==> src/sv/searchable_deque_engine_unit_assert.svh <==
// Assertion macros used by the deque engine controller.
`ifndef SEARCHABLE_DEQUE_ENGINE_UNIT_ASSERT_SVH
`define SEARCHABLE_DEQUE_ENGINE_UNIT_ASSERT_SVH
// Implication checked at each rising edge outside reset.
`define SDE_ASSERT_IMP(label, clk, rst_n, ante, cons) \
	label: assert property (@(posedge clk) disable iff (!rst_n) (ante) |-> (cons)) \
		else $error("assertion failed");
// Next-cycle implication checked at each rising edge outside reset.
`define SDE_ASSERT_NXT(label, clk, rst_n, ante, cons) \
	label: assert property (@(posedge clk) disable iff (!rst_n) (ante) |=> (cons)) \
		else $error("assertion failed");
`endif

==> src/sv/sde_pkg.sv <==
package sde_pkg;
	localparam int unsigned DefCapacity = 64;

	typedef enum logic [3:0] {
		OP_PUSH_FRONT = 4'd0,
		OP_PUSH_BACK  = 4'd1,
		OP_POP_FRONT  = 4'd2,
		OP_POP_BACK   = 4'd3,
		OP_EXISTS     = 4'd4,
		OP_REM_FIRST  = 4'd5,
		OP_REM_ALL    = 4'd6,
		OP_CLEAR      = 4'd7,
		OP_READ       = 4'd8
	} op_t;

	localparam logic [1:0] ST_OK       = 2'd0;
	localparam logic [1:0] ST_EMPTY    = 2'd1;
	localparam logic [1:0] ST_NOTFOUND = 2'd2;
	localparam logic [1:0] ST_FULL     = 2'd3;

	typedef enum logic [3:0] {
		S_IDLE,
		S_EXEC,
		S_SCAN_RD,
		S_SCAN_CHK,
		S_SCAN_END,
		S_END_RD,
		S_FRONT_WAIT,
		S_BACK_WAIT,
		S_DONE
	} state_t;

	// Commands from the controller to the datapath.
	typedef struct packed {
		logic load;       // capture op and value
		logic exec;       // perform an end operation, clear or read
		logic scan_start; // reset scan pointers
		logic scan_read;  // issue memory read at read pointer
		logic scan_step;  // consume read data, maybe copy it down
		logic scan_end;   // commit count after a removal scan
		logic rd_front;   // issue read of the front slot
		logic rd_back;    // latch front data, issue read of the back slot
		logic fin;        // latch back data into result
	} cmd_t;

	// Status from the datapath to the controller.
	typedef struct packed {
		logic scan_op;    // captured op is a search or removal
		logic scan_last;  // read pointer has reached the count
		logic stop_early; // exists has matched
	} stat_t;
endpackage

==> src/sv/searchable_deque_engine_unit.sv <==
// Channel | Handshake            | Payload
// in      | in_valid / in_ready   | op, value
// out     | out_valid / out_ready | front_value, back_value, count, found, status
// An end operation, clear or read goes through S_EXEC, S_END_RD, S_FRONT_WAIT
// and S_BACK_WAIT before out_valid rises. Exists and removals walk the stored
// entries one by one through the single read port of the slot memory.
// Reset empties the store at once; no clearing pass is needed.
// The next request is taken only after the previous result has been accepted,
// so the unit holds one request at a time.
module searchable_deque_engine_unit #(
	parameter int unsigned CAPACITY = sde_pkg::DefCapacity
) (
	input  logic               clk,
	input  logic               arst_n,
	input  logic               in_valid,
	output logic               in_ready,
	input  logic [3:0]         op,
	input  logic signed [31:0] value,
	output logic               out_valid,
	input  logic               out_ready,
	output logic signed [31:0] front_value,
	output logic signed [31:0] back_value,
	output logic [6:0]         count,
	output logic               found,
	output logic [1:0]         status
);
	import sde_pkg::*;

	localparam int unsigned CW = $clog2(CAPACITY + 1);
	cmd_t  cmd;
	stat_t stat;
	logic [CW-1:0] cnt;

	sde_ctrl u_ctrl (
		.clk, .arst_n, .in_valid, .in_ready, .out_valid, .out_ready, .cmd, .stat
	);

	sde_datapath #(.CAPACITY(CAPACITY)) u_dp (
		.clk, .arst_n, .cmd, .stat, .op, .value, .front_value, .back_value,
		.count(cnt), .found, .status
	);

	assign count = 7'(cnt);
endmodule

==> src/sv/sde_datapath.sv <==
module sde_datapath #(
	parameter int unsigned CAPACITY = sde_pkg::DefCapacity,
	parameter int unsigned IW = $clog2(CAPACITY),
	parameter int unsigned CW = $clog2(CAPACITY + 1)
) (
	input  logic               clk,
	input  logic               arst_n,
	input  sde_pkg::cmd_t      cmd,
	output sde_pkg::stat_t     stat,
	input  logic [3:0]         op,
	input  logic signed [31:0] value,
	output logic signed [31:0] front_value,
	output logic signed [31:0] back_value,
	output logic [CW-1:0]      count,
	output logic               found,
	output logic [1:0]         status
);
	import sde_pkg::*;

	logic [31:0]   mem [CAPACITY];
	logic [31:0]   rdata_q;
	logic [IW-1:0] raddr;
	logic          re;
	logic [IW-1:0] waddr;
	logic [31:0]   wdata;
	logic          we;

	logic [3:0]    op_q;
	logic [31:0]   val_q;
	logic [IW-1:0] head_q;
	logic [CW-1:0] cnt_q;
	logic [CW-1:0] rd_q;
	logic [CW-1:0] wr_q;
	logic          hit_q;
	logic [1:0]    st_q;
	logic [31:0]   front_q;

	localparam logic [IW-1:0] LastIdx = IW'(CAPACITY - 1);

	function automatic logic [IW-1:0] slot(input logic [IW-1:0] h, input logic [CW-1:0] k);
		logic [CW:0] s;
		s = (CW + 1)'(h) + (CW + 1)'(k);
		if (s >= (CW + 1)'(CAPACITY)) s = s - (CW + 1)'(CAPACITY);
		return s[IW-1:0];
	endfunction

	logic full, empty, match;
	assign full  = (cnt_q == CW'(CAPACITY));
	assign empty = (cnt_q == '0);
	assign match = (rdata_q == val_q);
	assign stat.scan_op = (op_q == OP_EXISTS) || (op_q == OP_REM_FIRST) ||
		(op_q == OP_REM_ALL);
	assign stat.scan_last = (rd_q == cnt_q);
	assign stat.stop_early = hit_q && (op_q == OP_EXISTS);

	logic drop;
	assign drop = match && (op_q != OP_EXISTS) && !(op_q == OP_REM_FIRST && hit_q);

	always_comb begin
		we = 1'b0;
		waddr = '0;
		wdata = val_q;
		re = 1'b0;
		raddr = slot(head_q, rd_q);
		if (cmd.exec && op_q == OP_PUSH_FRONT && !full) begin
			we = 1'b1;
			waddr = (head_q == '0) ? LastIdx : head_q - IW'(1);
		end else if (cmd.exec && op_q == OP_PUSH_BACK && !full) begin
			we = 1'b1;
			waddr = slot(head_q, cnt_q);
		end else if (cmd.scan_step && op_q != OP_EXISTS && !drop && wr_q != rd_q) begin
			we = 1'b1;
			waddr = slot(head_q, wr_q);
			wdata = rdata_q;
		end
		if (cmd.scan_read) re = 1'b1;
		if (cmd.rd_front) begin
			re = 1'b1;
			raddr = head_q;
		end
		if (cmd.rd_back) begin
			re = 1'b1;
			raddr = slot(head_q, cnt_q - CW'(1));
		end
	end

	always_ff @(posedge clk) begin
		if (we) mem[waddr] <= wdata;
		if (re) rdata_q <= mem[raddr];
	end

	always_ff @(posedge clk or negedge arst_n) begin
		if (!arst_n) begin
			head_q <= '0;
			cnt_q <= '0;
			rd_q <= '0;
			wr_q <= '0;
			hit_q <= 1'b0;
			st_q <= ST_OK;
		end else begin
			if (cmd.load) begin
				st_q <= ST_OK;
				hit_q <= 1'b0;
			end
			if (cmd.exec) begin
				unique case (op_q)
					OP_PUSH_FRONT: begin
						if (full) st_q <= ST_FULL;
						else begin
							head_q <= (head_q == '0) ? LastIdx : head_q - IW'(1);
							cnt_q <= cnt_q + CW'(1);
						end
					end
					OP_PUSH_BACK: begin
						if (full) st_q <= ST_FULL;
						else cnt_q <= cnt_q + CW'(1);
					end
					OP_POP_FRONT: begin
						if (empty) st_q <= ST_EMPTY;
						else begin
							head_q <= (head_q == LastIdx) ? '0 : head_q + IW'(1);
							cnt_q <= cnt_q - CW'(1);
						end
					end
					OP_POP_BACK: begin
						if (empty) st_q <= ST_EMPTY;
						else cnt_q <= cnt_q - CW'(1);
					end
					OP_CLEAR: begin
						cnt_q <= '0;
						head_q <= '0;
					end
					default: begin
						if (empty) st_q <= ST_EMPTY;
					end
				endcase
			end
			if (cmd.scan_start) begin
				rd_q <= '0;
				wr_q <= '0;
			end
			if (cmd.scan_step) begin
				rd_q <= rd_q + CW'(1);
				if (match && !(op_q == OP_REM_FIRST && hit_q)) hit_q <= 1'b1;
				if (!drop) wr_q <= wr_q + CW'(1);
			end
			if (cmd.scan_end) begin
				if (op_q != OP_EXISTS) begin
					cnt_q <= wr_q;
					if (!hit_q) st_q <= ST_NOTFOUND;
				end
			end
		end
	end

	always_ff @(posedge clk) begin
		if (cmd.load) begin
			op_q <= op;
			val_q <= value;
		end
		if (cmd.rd_back) front_q <= rdata_q;
		if (cmd.fin) begin
			front_value <= empty ? '0 : front_q;
			back_value <= empty ? '0 : rdata_q;
			count <= cnt_q;
			found <= hit_q;
			status <= st_q;
		end
	end
endmodule

==> src/sv/sde_ctrl.sv <==
`include "searchable_deque_engine_unit_assert.svh"
module sde_ctrl (
	input  logic           clk,
	input  logic           arst_n,
	input  logic           in_valid,
	output logic           in_ready,
	output logic           out_valid,
	input  logic           out_ready,
	output sde_pkg::cmd_t  cmd,
	input  sde_pkg::stat_t stat
);
	import sde_pkg::*;

	state_t state_q, state_d;
	logic   ov_q;

	always_comb begin
		state_d = state_q;
		unique case (state_q)
			S_IDLE:       if (in_valid) state_d = S_EXEC;
			S_EXEC:       state_d = stat.scan_op ? S_SCAN_RD : S_END_RD;
			S_SCAN_RD:    state_d = stat.scan_last ? S_SCAN_END : S_SCAN_CHK;
			S_SCAN_CHK:   state_d = S_SCAN_RD;
			S_SCAN_END:   state_d = S_END_RD;
			S_END_RD:     state_d = S_FRONT_WAIT;
			S_FRONT_WAIT: state_d = S_BACK_WAIT;
			S_BACK_WAIT:  state_d = S_DONE;
			S_DONE:       if (!ov_q || out_ready) state_d = S_IDLE;
			default:      state_d = S_IDLE;
		endcase
		if (state_q == S_SCAN_RD && stat.stop_early) state_d = S_SCAN_END;
	end

	always_comb begin
		cmd = '0;
		in_ready = (state_q == S_IDLE);
		unique case (state_q)
			S_IDLE:       cmd.load = in_valid;
			S_EXEC: begin
				if (!stat.scan_op) cmd.exec = 1'b1;
				cmd.scan_start = 1'b1;
			end
			S_SCAN_RD:    cmd.scan_read = !stat.scan_last && !stat.stop_early;
			S_SCAN_CHK:   cmd.scan_step = 1'b1;
			S_SCAN_END:   cmd.scan_end = 1'b1;
			S_END_RD:     cmd.rd_front = 1'b1;
			S_FRONT_WAIT: cmd.rd_back = 1'b1;
			S_BACK_WAIT:  cmd.fin = 1'b1;
			S_DONE:       ;
			default:      ;
		endcase
	end

	always_ff @(posedge clk or negedge arst_n) begin
		if (!arst_n) begin
			state_q <= S_IDLE;
			ov_q <= 1'b0;
		end else begin
			state_q <= state_d;
			if (out_ready) ov_q <= 1'b0;
			if (state_q == S_BACK_WAIT) ov_q <= 1'b1;
		end
	end
	assign out_valid = ov_q;

	`SDE_ASSERT_IMP(a_one_busy, clk, arst_n, in_ready && in_valid, state_q == S_IDLE)
	`SDE_ASSERT_NXT(a_fin_valid, clk, arst_n, cmd.fin, ov_q)
	`SDE_ASSERT_IMP(a_no_overwrite, clk, arst_n, cmd.fin, !ov_q || out_ready)
endmodule
==> config.mk <==
export PLATFORM = sky130hd
export DESIGN_NAME = searchable_deque_engine_unit
export DESIGN_NICKNAME = d
export VERILOG_FILES = /design/src/sv/sde_pkg.sv /design/src/sv/searchable_deque_engine_unit.sv /design/src/sv/sde_datapath.sv /design/src/sv/sde_ctrl.sv
export VERILOG_INCLUDE_DIRS = /design/src /design/src/sv
export SDC_FILE = /design/constraint.sdc
export NUM_CORES = 2
export LEC_CHECK = 0
export ABC_AREA = 1
export BUFFER_PORTS_ARGS = -buffer_cell sky130_fd_sc_hd__clkbuf_2
export CORE_UTILIZATION = 55
export DETAILED_ROUTE_END_ITERATION = 7
export PLACE_DENSITY = 0.71
export SYNTH_ARGS = -nofsm -noshare
export SYNTH_HDL_FRONTEND = slang
export SYNTH_SLANG_ARGS = --single-unit
==> constraint.sdc <==
create_clock -name clk -period 13.7 [get_ports clk]
set_clock_uncertainty 0.15 [all_clocks]
set_input_delay 2.055 -clock clk [delete_from_list [all_inputs] [get_ports clk]]
set_output_delay 2.055 -clock clk [all_outputs]
set_load 0.1 [all_outputs]
# Word-level counts from Yosys, hierarchy flattened
# Memories as Yosys holds them, arrays and structs flattened. A register that Yosys moved wholly into a read port is not among the register bits.
# Cells that the tools add are included.
[classes]
eq_ne = 25
reduce_logical = 34
magnitude_cmp = 4
addsub = 14
mux = 64
[op_table]
columns = ["op", "count"]
rows = [
  ["$mux W32", 3],
  ["$mux W6", 13],
  ["$mux W7", 10],
  ["$pmux W4 S9", 1],
  ["$add A6 B7 Y8", 4],
  ["$eq A32 B32 Y1", 1],
  ["$eq A4 B3 Y1 const B", 8],
  ["$ge A8 B7 Y1 const B", 4],
  ["$sub A6 B1 Y6 const B", 5],
  ["$add A7 B1 Y7 const B", 3],
  ["$mux W1", 21],
  ["$pmux W7 S3", 1],
  ["$pmux W6 S3", 1],
  ["$eq A4 B2 Y1 const B", 4],
  ["$mux W2", 8],
  ["$logic_and A1 B1 Y1", 14],
  ["$mux W4", 3],
  ["$eq A4 B1 Y1 const B", 2],
  ["$logic_not A4 Y1", 2],
  ["$eq A7 B7 Y1", 1],
  ["$eq A7 B7 Y1 const B", 1],
  ["$logic_not A7 Y1", 1],
  ["$ne A7 B7 Y1", 1],
  ["$sub A7 B1 Y7 const B", 1],
  ["other kinds (17)", 28],
]
[totals]
register_bits = 177
wordCells = 158
n_memories = 1
output_inout_bits = 76
ramBits = 2048
[memory_table]
columns = ["name", "words", "word_bits", "rd", "rd_clocked_by_memory_dff", "wr", "line_no", "text"]
rows = [
  ["u_dp.mem", 64, 32, 1, 1, 1, "sde_datapath.sv:20", "logic [31:0] mem [CAPACITY];"],
]

# Longest topological paths before layout
[depth]
ltp_word = 12
ltp_mapped = 16
ltp_nobuf = 15

# Cells and area by module
# A second synthesis with hierarchy kept.
[hier_totals]
cells_unflattened = 7498
area_unflattened_um2 = 92008.2
[modules_own_cells]
columns = ["module", "instances", "area_each_um2", "cells_each", "seq_area_each_um2"]
rows = [
  ["sde_datapath", 1, 91611.6, 7435, 67474.7],
  ["sde_ctrl", 1, 396.6, 63, 125.1],
]

# Worst setup path after synthesis
# Ideal clock, no wire load.
[synth_timing]
kind = "flip-flop to flip-flop"
startpoint = "register u_ctrl.state_q[3]"
endpoint = "memory u_dp.mem[0][0], data pin"
n_path_buf = 1
path_stages_with_launch = 10
setup_ps = 702
slack_ps = 8628
arrival_time_ps = 4220
synth_period_minus_slack_ps = 5072
required_ps = 12848
path_cell_list = "dfrtp_1 > inv_2 > nand2_1 > nor2_2 > inv_2 > or2_1 > nor2_2 > nand2_1 > clkbuf_1 > o21ai_0"
[synth_via]
elab_chain_cells = 8
word_cells_on_any_way = 14
cone_classes = "2 x eq/ne; 5 x mux; 7 x reduce/logical"
[synth_lines]
columns = ["item", "line_no", "text"]
rows = [
  ["start, declared", "sde_ctrl.sv:14", "state_t state_q, state_d;"],
  ["start signal, assigned", "sde_ctrl.sv:59", "state_q <= state_d;"],
  ["$eq A4 B2 Y1", "sde_ctrl.sv:37", "unique case (state_q)"],
  ["$mux W1", "sde_ctrl.sv:37", ""],
  ["$logic_and A1 B1 Y1 (3 in a row)", "sde_datapath.sv:71", "end else if (cmd.scan_step && op_q != OP_EXISTS && !drop && wr_q != rd_q) begin"],
  ["$mux W32", "sde_datapath.sv:71", ""],
  ["$mux W32", "sde_datapath.sv:68", "end else if (cmd.exec && op_q == OP_PUSH_BACK && !full) begin"],
  ["$mux W32 *", "sde_datapath.sv:65", "if (cmd.exec && op_q == OP_PUSH_FRONT && !full) begin"],
  ["net u_dp.wdata[0]", "sde_datapath.sv:25", "logic [31:0] wdata;"],
  ["end, declared", "sde_datapath.sv:20", ""],
]
# The timed path passes the listed nets; every way through them passes the cells marked *.

# Worst setup path in the final report
[layout_timing]
startpoint = "register u_dp.cnt_q[0]"
endpoint = "register u_dp.rdata_q[31] (read register of u_dp.mem), data pin"
[layout_via]
elab_chain_cells = 7
word_cells_on_any_way = 13
cone_classes = "3 x add/sub; 1 x order compare; 1 x eq/ne; 6 x mux; 2 x reduce/logical"
[layout_lines]
columns = ["item", "line_no", "text"]
rows = [
  ["start, declared", "sde_datapath.sv:31", "logic [CW-1:0] cnt_q;"],
  ["start signal, assigned", "sde_datapath.sv:111", "cnt_q <= cnt_q + CW'(1);"],
  ["start signal, assigned", "sde_datapath.sv:116", "else cnt_q <= cnt_q + CW'(1);"],
  ["start signal, assigned", "sde_datapath.sv:122", "cnt_q <= cnt_q - CW'(1);"],
  ["branches (longest 7 deep; another with $add A6 B7 Y8)", "-", ""],
  ["end, declared", "sde_datapath.sv:21", "logic [31:0] rdata_q;"],
]
# Several ways; the timed one is not identified.
# A chain may end at the register's enable or synchronous reset.

==> impl_summary.log <==
INFO  metric cts.root.buffer_cell = sky130_fd_sc_hd__clkbuf_16
INFO  metric number_of_enable_flip_flop_cells_after_synthesis = roughly 2200
INFO  metric drt_drc_violations_left = 3
INFO  metric clk_latency = between 800 and 900 ps
INFO  metric finalNonFillerCells = 12200
INFO  metric numPortBuffers = 115
INFO  metric post-dp-hpwl = 148000 um
INFO  metric synth_warnings = 0
INFO  metric worstPathCellList = inv_1 -> ha_1 -> fa_1 -> nand2_1 -> nand2_8 -> inv_8 -> buf_4 -> buf_4 -> nand3_1 -> nand3_1 -> nand3_1 -> nand3_1 -> nand3_1 -> nand2_1
INFO  metric count_of_nets_after_finishing = roughly 9700
INFO  metric first_global_vias = 66400
INFO  metric largest_net_degree_at_the_start_of_global_routing = between 200 and 250
INFO  metric terminus_of_the_critical_flop_to_flop_path = u_dp.rdata_q[31]
INFO  metric synth-seq-area-share = 0.678
INFO  metric layout.core_utilization = 0.614
INFO  metric antenna_left = 0
INFO  metric ys_async_sr_fraction = 0.0155
INFO  metric critPathSlowestCell = sky130_fd_sc_hd__buf_4
INFO  metric row_count = around 160
INFO  metric worstHoldPathCells = 0
INFO  metric cp_num_buf_inv = 4
INFO  metric r2r_start = u_dp.cnt_q[0]
INFO  metric critPathMaxStageDelay = 1050 ps
INFO  metric netlist_area = 0.0998 mm^2
INFO  metric finalWirelength = 276000 um
INFO  metric status = finished, violations left
INFO  metric final-setup-viol-count = 0
INFO  metric worst_path_top_cell_family_by_delay = buffers and inverters
INFO  metric max_slew_vio_count = 122
INFO  metric register_clock_pin_slew_on_the_reported_worst_setup_and_hold_paths = 60 ps
INFO  metric min-delay-start = u_dp.st_q[1]
INFO  metric cp_data_arrival_time = 7100 ps
INFO  metric failing_checks = design-rule violations, max-slew violations
INFO  metric grt_first_pass_wirelength = 412000 um
INFO  metric worst_slew_margin_rel = -0.0621
INFO  metric die_h = 428 um
INFO  metric worst_setup_path_start_kind = flop
INFO  metric hold_viol_final = 0
INFO  metric avgRoutedWirePerCell = approximately 23 um
INFO  metric synth_fp_nets = 9690
INFO  metric clock.fmax = between 0.15 and 0.2 GHz
INFO  metric cts_hold_buffers = 0
INFO  metric fin_tns_setup = 0 ps
INFO  metric timing.final.crit_period = about 6500 ps
INFO  metric flow.area_growth_from_synthesis = 10.4%
INFO  metric antenna_found_initial = 10
INFO  metric initialDrtViolationCount = around 9400
INFO  metric synthTopCellsByArea = sky130_fd_sc_hd__edfxtp_1 67%, sky130_fd_sc_hd__nand3_1 11%, sky130_fd_sc_hd__nand2_1 8.0%
INFO  metric cts-htree-levels = 4
INFO  metric most_instantiated_library_cell_after_synthesis = sky130_fd_sc_hd__edfxtp_1
INFO  metric drv.max_cap_violation_count = 0
INFO  metric clock_sink_count = 2257
INFO  metric ctsLongestPathBuffers = 3
INFO  metric boundaryPins = 116
INFO  metric worstHoldPathType = reg2reg
INFO  metric worstSetupEndpointType = flop
INFO  metric cts_resized = 0
INFO  metric synth_area_leader_cell = sky130_fd_sc_hd__edfxtp_1
INFO  metric gp_routability_congestion = ~0.89
INFO  metric design.die.area = 0.183 mm^2
INFO  metric required = 14260 ps
INFO  metric drive_gt1_frac = 0.0724
INFO  metric avgSynthCellArea = 10.4 um^2
INFO  metric ff2ff_path_depth = 14
INFO  metric area_share_of_the_largest_cell_type_after_synthesis = 0.669
INFO  metric cts_tree = done
INFO  metric maximum_fanout_count_along_the_critical_path = between 100 and 150
INFO  metric via_count = 69200
INFO  metric post-cts-setup-buffer-count = 0
INFO  metric routed_via_density = 5.69
INFO  metric design.core.area = 0.179 mm^2
INFO  metric timing_worst_slew_pin_value = 1590 ps
INFO  metric globalRouteTotalUtil = 0.298
INFO  metric timing.critical_path.mode_cell = sky130_fd_sc_hd__nand3_1
INFO  metric rsz0062_at_grt = no
INFO  metric dieWidth = 428 um
INFO  metric worstSetupPathType = reg2reg
INFO  metric ys.flop_type = sky130_fd_sc_hd__edfxtp_1
INFO  metric netlist-cell-type-count = 44
INFO  metric drt_first_pass_iters = 8
INFO  metric dp_cells = 11800
INFO  metric period_share = 0.477
INFO  metric reg2reg_slack = 7160 ps
INFO  metric post_synth_inst_count = around 9600
INFO  metric initial_utilization = 0.556
INFO  metric min_delay_worst_endpoint = u_dp.status[1]
INFO  metric synth-seq-cells = 2257
INFO  metric post_synth_most_frequent_cells = 2222 x sky130_fd_sc_hd__edfxtp_1, 2191 x sky130_fd_sc_hd__nand3_1, 2133 x sky130_fd_sc_hd__nand2_1, 2064 x sky130_fd_sc_hd__inv_1, 198 x sky130_fd_sc_hd__nor2_1
INFO  metric grt-ovfl-total = 0
INFO  metric clock_buffer_count_from_cts = 225
[cells in the final DEF, fill, tap and decap left out, types with 37 or more instances in the layout]
| master | instances |
|---|---|
| sky130_fd_sc_hd__xnor2_1 | 43 |
| sky130_fd_sc_hd__clkbuf_16 | 230 |
| sky130_fd_sc_hd__nor2_1 | 132 |
| sky130_fd_sc_hd__clkbuf_1 | 49 |
| sky130_fd_sc_hd__nand3_1 | 2190 |
| sky130_fd_sc_hd__clkinv_2 | 37 |
| sky130_fd_sc_hd__clkinv_1 | 54 |
| sky130_fd_sc_hd__clkbuf_2 | 115 |
| sky130_fd_sc_hd__inv_1 | 2061 |
| sky130_fd_sc_hd__edfxtp_1 | 2222 |
| sky130_fd_sc_hd__nor2_4 | 67 |
| sky130_fd_sc_hd__buf_4 | 137 |
| sky130_fd_sc_hd__nand2_1 | 2128 |
[flip-flops by register name, indices dropped and copies added (netlist names), 4 cells and up]
| signal | cells |
|---|---|
| u_dp.head_q | 6 |
| u_ctrl.state_q | 4 |
| u_dp.op_q | 4 |
| u_dp.count | 7 |
| u_dp.rd_q | 7 |
| u_dp.front_value | 32 |
| u_dp.mem | 2048 |
| u_dp.front_q | 32 |
| u_dp.rdata_q | 32 |
| u_dp.val_q | 32 |
| u_dp.wr_q | 7 |
| u_dp.back_value | 32 |
| u_dp.cnt_q | 7 |
[worst max path at each step]
stage	endpoint	depth (start not counted)	slack (ps)	start
3_3_place_gp	u_dp.rdata_q[31]	14	7530	u_dp.cnt_q[1]
2_1_floorplan	u_dp.mem[0][0]	9	8630	u_ctrl.state_q[3]
6_report	u_dp.rdata_q[31]	14	7160	u_dp.cnt_q[0]
5_1_grt	u_dp.rdata_q[21]	14	7010	u_dp.cnt_q[1]
4_1_cts	u_dp.rdata_q[27]	14	7500	u_dp.cnt_q[1]
3_5_place_dp	u_dp.rdata_q[20]	17	7550	u_ctrl.state_q[2]
[routing by layer]
layer	wire length, um	up-vias	global-route usage
met2	126000	4185	0.465
li1	-	31300	-
met5	47	-	0
met3	32200	639	0.0617
met4	9740	8	0.111
met1	108000	33100	0.415
[cell type report]
class | count | area [um^2]
Multi-Input combinational cell | 4802 | 22700
Clock inverter | 132 | 1370
Sequential cell | 2257 | 67600
Clock buffer | 279 | 5940
Inverter | 2075 | 7810
Timing Repair Buffer | 261 | 1780
Antenna cell | 3 | 7.51
Fill cell | 13800 | 69200
Tap cell | 2355 | 2950
[per-stage QoR]
step                cell area, um^2  setup slack, ps  hold WS, ps
floorplan                     99800             8630          275
global placement             103000             7530          303
detailed placement           103000             7550          297
CTS                          110000             7500          311
global route                 110000             7010          329
finish                       110000             7160          311
[logic make-up (layout without fill, tap and decap cells)]
kind of cell | Yosys count | in the layout | share of synthesized area
compound gates | 131 | 131 | 0.00736
xor+xnor | 61 | 61 | 0.00535
fa+ha+maj | 31 | 31 | 0.00419
buf+inv | 2560 | 2747 | 0.104
flops | 2257 | 2257 | 0.678
other cells | 0 | 3 | 0
simple gates | 4579 | 4579 | 0.201
Power is left out: the tool's default activity adds up to more than one toggle a clock period on the data nets, which glitch-free logic cannot reach.
